$ cat config.mk
export PLATFORM = sky130hd
export DESIGN_NAME = c_comment_stripper
export DESIGN_NICKNAME = d
export VERILOG_FILES = /design/src/sv/cstrip_pkg.sv /design/src/sv/cstrip_step.sv /design/src/sv/cstrip_obuf.sv /design/src/sv/c_comment_stripper.sv
export SDC_FILE = /design/constraint.sdc
export NUM_CORES = 1
export LEC_CHECK = 0
export ABC_AREA = 1
export BUFFER_PORTS_ARGS = -buffer_cell sky130_fd_sc_hd__buf_2
export CAP_MARGIN = 20
export CELL_PAD_IN_SITES_DETAIL_PLACEMENT = 0
export CELL_PAD_IN_SITES_GLOBAL_PLACEMENT = 2
export CORE_ASPECT_RATIO = 0.6
export CORE_MARGIN = 2
export CORE_UTILIZATION = 35
export CTS_CLUSTER_DIAMETER = 120
export DETAILED_ROUTE_END_ITERATION = 16
export GPL_TIMING_DRIVEN = 0
export MAX_ROUTING_LAYER = met4
export PLACE_DENSITY_LB_ADDON = 0.1
export REMOVE_ABC_BUFFERS = 1
export SYNTH_ARGS = -nofsm -noshare
export SYNTH_HDL_FRONTEND = slang
export SYNTH_SLANG_ARGS = --single-unit
$ cat constraint.sdc
create_clock -name i_clk -period 3.45 [get_ports i_clk]
set_input_delay 0.1725 -clock i_clk [delete_from_list [all_inputs] [get_ports i_clk]]
set_output_delay 0.1725 -clock i_clk [all_outputs]
set_load 0.1 [all_outputs]
$ cat src/sv/cstrip_pkg.sv
// cstrip_pkg: shared types and character codes for the C comment stripper.
// No dependencies; imported by every module of the block.
`default_nettype none

package cstrip_pkg;

    localparam int ByteW  = 8;
    localparam int ModeW  = 3;
    localparam int CountW = 2;

    localparam logic [ByteW-1:0] CH_SLASH     = 8'h2F;
    localparam logic [ByteW-1:0] CH_STAR      = 8'h2A;
    localparam logic [ByteW-1:0] CH_BACKSLASH = 8'h5C;
    localparam logic [ByteW-1:0] CH_NEWLINE   = 8'h0A;
    localparam logic [ByteW-1:0] CH_QUOTE     = 8'h22;

    typedef struct packed {
        logic [ByteW-1:0] in_byte;
        logic             end_of_text;
    } t_in_item;

    typedef struct packed {
        logic [ByteW-1:0] out_byte;
        logic             run_last;
    } t_out_item;

    typedef struct packed {
        logic [CountW-1:0] cnt;
        t_out_item         res0;
        t_out_item         res1;
    } t_step_res;

endpackage

`default_nettype wire

$ cat src/sv/cstrip_step.sv
// cstrip_step: scan mode transition and result generation for one byte.
// Depends on cstrip_pkg.
`default_nettype none

module cstrip_step
    import cstrip_pkg::*;
(
    input  wire logic [ModeW-1:0] i_mode,
    input  wire t_in_item         i_item,
    output logic [ModeW-1:0]      o_next_mode,
    output t_step_res             o_res
);

    localparam logic [ModeW-1:0] MODE_NORMAL     = 3'd0;
    localparam logic [ModeW-1:0] MODE_SLASH      = 3'd1;
    localparam logic [ModeW-1:0] MODE_BLOCK      = 3'd2;
    localparam logic [ModeW-1:0] MODE_BLOCK_STAR = 3'd3;
    localparam logic [ModeW-1:0] MODE_LINE       = 3'd4;
    localparam logic [ModeW-1:0] MODE_LINE_SKIP  = 3'd5;
    localparam logic [ModeW-1:0] MODE_STRING     = 3'd6;
    localparam logic [ModeW-1:0] MODE_STRING_ESC = 3'd7;

    logic [ByteW-1:0]  b;
    logic [ModeW-1:0]  nm;
    logic [CountW-1:0] cnt;
    logic [ByteW-1:0]  e0;
    logic [ByteW-1:0]  e1;

    assign b = i_item.in_byte;

    always_comb begin
        nm  = i_mode;
        cnt = 2'd0;
        e0  = '0;
        e1  = '0;
        case (i_mode)
            MODE_NORMAL: begin
                if (b == CH_SLASH) begin
                    nm = MODE_SLASH;
                end else begin
                    cnt = 2'd1;
                    e0  = b;
                    nm  = (b == CH_QUOTE) ? MODE_STRING : MODE_NORMAL;
                end
            end
            MODE_SLASH: begin
                if (b == CH_STAR) begin
                    nm = MODE_BLOCK;
                end else if (b == CH_SLASH) begin
                    nm = MODE_LINE;
                end else begin
                    cnt = 2'd2;
                    e0  = CH_SLASH;
                    e1  = b;
                    nm  = (b == CH_QUOTE) ? MODE_STRING : MODE_NORMAL;
                end
            end
            MODE_BLOCK: begin
                nm = (b == CH_STAR) ? MODE_BLOCK_STAR : MODE_BLOCK;
            end
            MODE_BLOCK_STAR: begin
                if (b == CH_SLASH) begin
                    nm = MODE_NORMAL;
                end else if (b == CH_STAR) begin
                    nm = MODE_BLOCK_STAR;
                end else begin
                    nm = MODE_BLOCK;
                end
            end
            MODE_LINE: begin
                if (b == CH_NEWLINE) begin
                    cnt = 2'd1;
                    e0  = b;
                    nm  = MODE_NORMAL;
                end else if (b == CH_BACKSLASH) begin
                    nm = MODE_LINE_SKIP;
                end else begin
                    nm = MODE_LINE;
                end
            end
            MODE_LINE_SKIP: begin
                nm = (b == CH_NEWLINE) ? MODE_LINE : MODE_LINE_SKIP;
            end
            MODE_STRING: begin
                cnt = 2'd1;
                e0  = b;
                if (b == CH_BACKSLASH) begin
                    nm = MODE_STRING_ESC;
                end else if (b == CH_QUOTE) begin
                    nm = MODE_NORMAL;
                end else begin
                    nm = MODE_STRING;
                end
            end
            default: begin
                cnt = 2'd1;
                e0  = b;
                nm  = MODE_STRING;
            end
        endcase

        // flush a held slash and return to normal mode at end of text
        if (i_item.end_of_text) begin
            if (nm == MODE_SLASH) begin
                cnt = 2'd1;
                e0  = CH_SLASH;
            end
            nm = MODE_NORMAL;
        end
    end

    assign o_next_mode            = nm;
    assign o_res.cnt              = cnt;
    assign o_res.res0.out_byte    = e0;
    assign o_res.res0.run_last    = (cnt == 2'd1);
    assign o_res.res1.out_byte    = e1;
    assign o_res.res1.run_last    = 1'b1;

endmodule

`default_nettype wire

$ cat src/sv/cstrip_obuf.sv
// cstrip_obuf: two-slot result register feeding the output channel.
// Depends on cstrip_pkg; loaded from cstrip_step results.
`default_nettype none

module cstrip_obuf
    import cstrip_pkg::*;
(
    input  wire logic      i_clk,
    input  wire logic      i_rst_n,
    input  wire logic      i_load,
    input  wire t_step_res i_res,
    output logic           o_load_ok,
    output logic           o_valid,
    input  wire logic      i_stall,
    output t_out_item      o_item
);

    logic [CountW-1:0] r_cnt;
    t_out_item         r_slot0;
    t_out_item         r_slot1;
    logic              pop;
    logic [CountW-1:0] remain;

    assign o_valid   = (r_cnt != 2'd0);
    assign o_item    = r_slot0;
    assign pop       = o_valid && !i_stall;
    assign remain    = r_cnt - {1'b0, pop};
    assign o_load_ok = (remain == 2'd0);

    always_ff @(posedge i_clk) begin
        if (!i_rst_n) begin
            r_cnt <= '0;
        end else if (i_load) begin
            r_cnt <= i_res.cnt;
        end else if (pop) begin
            r_cnt <= r_cnt - 2'd1;
        end
    end

    always_ff @(posedge i_clk) begin
        if (i_load) begin
            r_slot0 <= i_res.res0;
            r_slot1 <= i_res.res1;
        end else if (pop) begin
            r_slot0 <= r_slot1;
        end
    end

    a_cnt_max: assert property (@(posedge i_clk) disable iff (!i_rst_n)
        r_cnt != 2'd3)
        else $error("result count overflow");

    a_pair_last: assert property (@(posedge i_clk) disable iff (!i_rst_n)
        r_cnt == 2'd2 |-> !r_slot0.run_last && r_slot1.run_last)
        else $error("bad run_last on result pair");

    a_single_last: assert property (@(posedge i_clk) disable iff (!i_rst_n)
        r_cnt == 2'd1 |-> r_slot0.run_last)
        else $error("single result not marked last");

    a_load_empty: assert property (@(posedge i_clk) disable iff (!i_rst_n)
        i_load |-> r_cnt == 2'd0 || (r_cnt == 2'd1 && pop))
        else $error("load over pending results");

endmodule

`default_nettype wire

$ cat src/sv/c_comment_stripper.sv
// c_comment_stripper: top level; input register, mode register, result buffer.
// Accepted items go to the input register; their results load the result buffer.
// Throughput: 1 item per cycle while the output is not stalled and each item yields
// at most one result; an item yielding two results holds the input side while its first result is sent.
// Reset: synchronous active low; mode returns to normal text, all buffers empty.
`default_nettype none

module c_comment_stripper
    import cstrip_pkg::*;
(
    input  wire logic     i_clk,
    input  wire logic     i_rst_n,
    input  wire logic     i_valid,
    output logic          o_stall,
    input  wire t_in_item i_item,
    output logic          o_valid,
    input  wire logic     i_stall,
    output t_out_item     o_item
);

    logic             r_in_valid;
    t_in_item         r_in_item;
    logic [ModeW-1:0] r_mode;
    logic [ModeW-1:0] n_mode;
    t_step_res        step_res;
    logic             load_ok;
    logic             proc;
    logic             accept;

    assign proc    = r_in_valid && load_ok;
    assign o_stall = r_in_valid && !proc;
    assign accept  = i_valid && !o_stall;

    always_ff @(posedge i_clk) begin
        if (!i_rst_n) begin
            r_in_valid <= 1'b0;
        end else begin
            r_in_valid <= accept || (r_in_valid && !proc);
        end
    end

    always_ff @(posedge i_clk) begin
        if (accept) begin
            r_in_item <= i_item;
        end
    end

    always_ff @(posedge i_clk) begin
        if (!i_rst_n) begin
            r_mode <= '0;
        end else if (proc) begin
            r_mode <= n_mode;
        end
    end

    cstrip_step u_step (
        .i_mode      (r_mode),
        .i_item      (r_in_item),
        .o_next_mode (n_mode),
        .o_res       (step_res)
    );

    cstrip_obuf u_obuf (
        .i_clk     (i_clk),
        .i_rst_n   (i_rst_n),
        .i_load    (proc),
        .i_res     (step_res),
        .o_load_ok (load_ok),
        .o_valid   (o_valid),
        .i_stall   (i_stall),
        .o_item    (o_item)
    );

endmodule

`default_nettype wire

==> metrics <==
DR iter-0 viols 68; IR drop worst, VDD 0.292 mV; chip width 94.5 um; status finished, final reports clean; crit path buf inv count 2; WL final 3570 um; initial antenna violation count 0; fin util 42.1%; RePlAce Congestion 0.863; Worst path slowest cell nor2_1; startpoint types flip-flop; CP arrival 2.22 ns; fin crit share 67.2%; R2R depth 8; first-pass GRT wire length 5760 um; Critical Path Fanout Max 9; Top Ports 24; kind of critical path reg2reg; Post-CTS Hold Fix Bufs 0; hold depth 1; register bit total from synthesis 32; Min Clock Period, post-route 2.32 ns; core outline area 4660 um^2; Syn Inst Count 198; die area 5510 um^2; via count 1310; Antenna diodes 0; # Post-CTS Setup Buffers 0; Placed Cells 280; Req. time, crit path 3.36 ns; fmax 431 MHz; Starting Density 36.9%; port buffer count 23; Yosys warning count 0; CTS tree built; clock skew 0.00654 ns; largest net degree at the start of global routing 19; Yosys top cell by area edfxtp_1; Seq/Total Area, Yosys 52.4%; CTS buffer count 5; clk buf depth 2; DP HPWL 2780 um; DIE HEIGHT 58.3 um; vias per cell 4.55; RSZ-0062 raised after global routing false; Syn-to-layout area delta 14.1%; CP Cell Sequence inv_1 > ha_1 > nor2_2 > xor2_2 > nand2_1 > nand2_1 > inv_1 > nor2_1; dpl ws 1.13 ns; DRT antenna net count 0; cell area after synthesis 1720 um^2; routed wire length per instance 12.4 um; leakage power 0.888 nW; final setup TNS 0 ns; synth unique cells 27; vias in the first global route 1181; Syn Area/Cell 8.68 um^2; final setup violation count 0; crit-path leading delay family simple AND/OR/NAND/NOR gates; clk sinks 32; Crit path largest cell delay 0.65 ns; Levels on crit path 8; share of layout cells above drive strength 1 22.2%; Tot GR Track Use 14.8%; # resized after CTS 0; Hold WC Path Type in2reg; nets@finish 238; clk slew on worst S/H paths 0.07 ns; commonest non-fill, non-tap cells in the layout nand2_1, edfxtp_1, nor2_1, buf_2, inv_1; Design Power 1.60 mW; cell row count 19; worst rel slew slack 41.9%; residual DRC count 0; post-synth top area share 45.4%; grt total ovfl 0; Area contributors post-synth edfxtp_1, nand2_1, dfxtp_1; Fin. Hold Viols 0; Tightest Pin Transition 0.868 ns; Crit. End Element flip-flop; Slew Viols, Final 0; CTS H-Tree Depth 2; DRT Pass-1 Iters 5; Clk Latency, worst-skew pair 0.28 ns; fin worst setup slack 1.13 ns; root buffer cell clkbuf_8; cell area power density 818 nW/um^2; max-cap violation count 0; Non-Filler Instances 288; commonest non-fill, non-tap cell in the layout nand2_1
layer usage:
layer  GRT usage, %  vias up  wire, um
met5              -        -         0
met4           3.73        0        14
met3           4.29        2       189
met2           19.0       34      1430
met1           22.4      575      1940
li1               -      699         -
final timing paths:
check / end / startpoint / slack [ns]
worst max register to register: r_in_item[2] / u_obuf.r_cnt[1] / 1.13
worst min-delay path: r_in_item[0] / i_item[0] / 0.06
worst max-delay path: r_in_item[2] / u_obuf.r_cnt[1] / 1.13
worst min register to register: u_obuf.o_item[1] / u_obuf.r_slot1[1] / 0.52
cells in the mapped netlist:
cell type,number
or2_0,1
o211ai_1,3
nor2_1,24
nor3_4,2
edfxtp_1,26
xor2_2,1
a21boi_0,1
nor3_1,2
inv_1,19
o21ai_1,5
nand3_1,9
buf_6,3
nor2_4,1
ha_1,1
nand3_2,3
buf_2,1
inv_2,3
nand2_2,1
a21oi_1,10
o21ai_0,6
buf_4,1
nand3_4,1
dfxtp_1,6
nor3_2,1
o21ai_2,1
nand2_1,62
nor2_2,4
kinds of logic after synthesis:
logic type | count (synthesis) | share of synthesized area (%)
buffers and inverters | 27 | 7.50
AO/OA/AOI/OAI | 26 | 8.37
flip-flops | 32 | 52.4
AND/OR/NAND/NOR | 111 | 30.1
XOR/XNOR | 1 | 0.946
adder cells (fa/ha/maj) | 1 | 0.728
registers in the layout, summed over array words and instances, names as in the netlist:
register        cells
r_in_item           9
r_in_valid          1
r_mode              3
u_obuf.o_item       9
u_obuf.r_cnt        2
u_obuf.r_slot1      8
layout make-up:
| class | count | area [um^2] |
|---|---|---|
| flip-flops and latches | 32 | 901 |
| fillers | 500 | 2700 |
| inverters | 22 | 82.6 |
| repair buffers | 24 | 123 |
| clock buffers | 5 | 68.8 |
| well taps | 63 | 78.8 |
| clock inverters | 3 | 18.8 |
| multi-input cells | 139 | 689 |
power by group:
group          switching (mW)  internal [mW]  leakage (nW)
sequential             0.0298          0.545         0.298
combinational           0.626          0.123         0.542
clock                   0.141          0.140        0.0479
stage by stage:
stage | cell area [um^2] | hold WS, ns
global placement | 1870 | 0.349
global route | 1960 | 0.0533
finish | 1960 | 0.0616
CTS | 1960 | 0.0579
detailed placement | 1870 | 0.351
floorplan | 1670 | 0.271
Note: power is estimated with default switching activity, not from simulation.
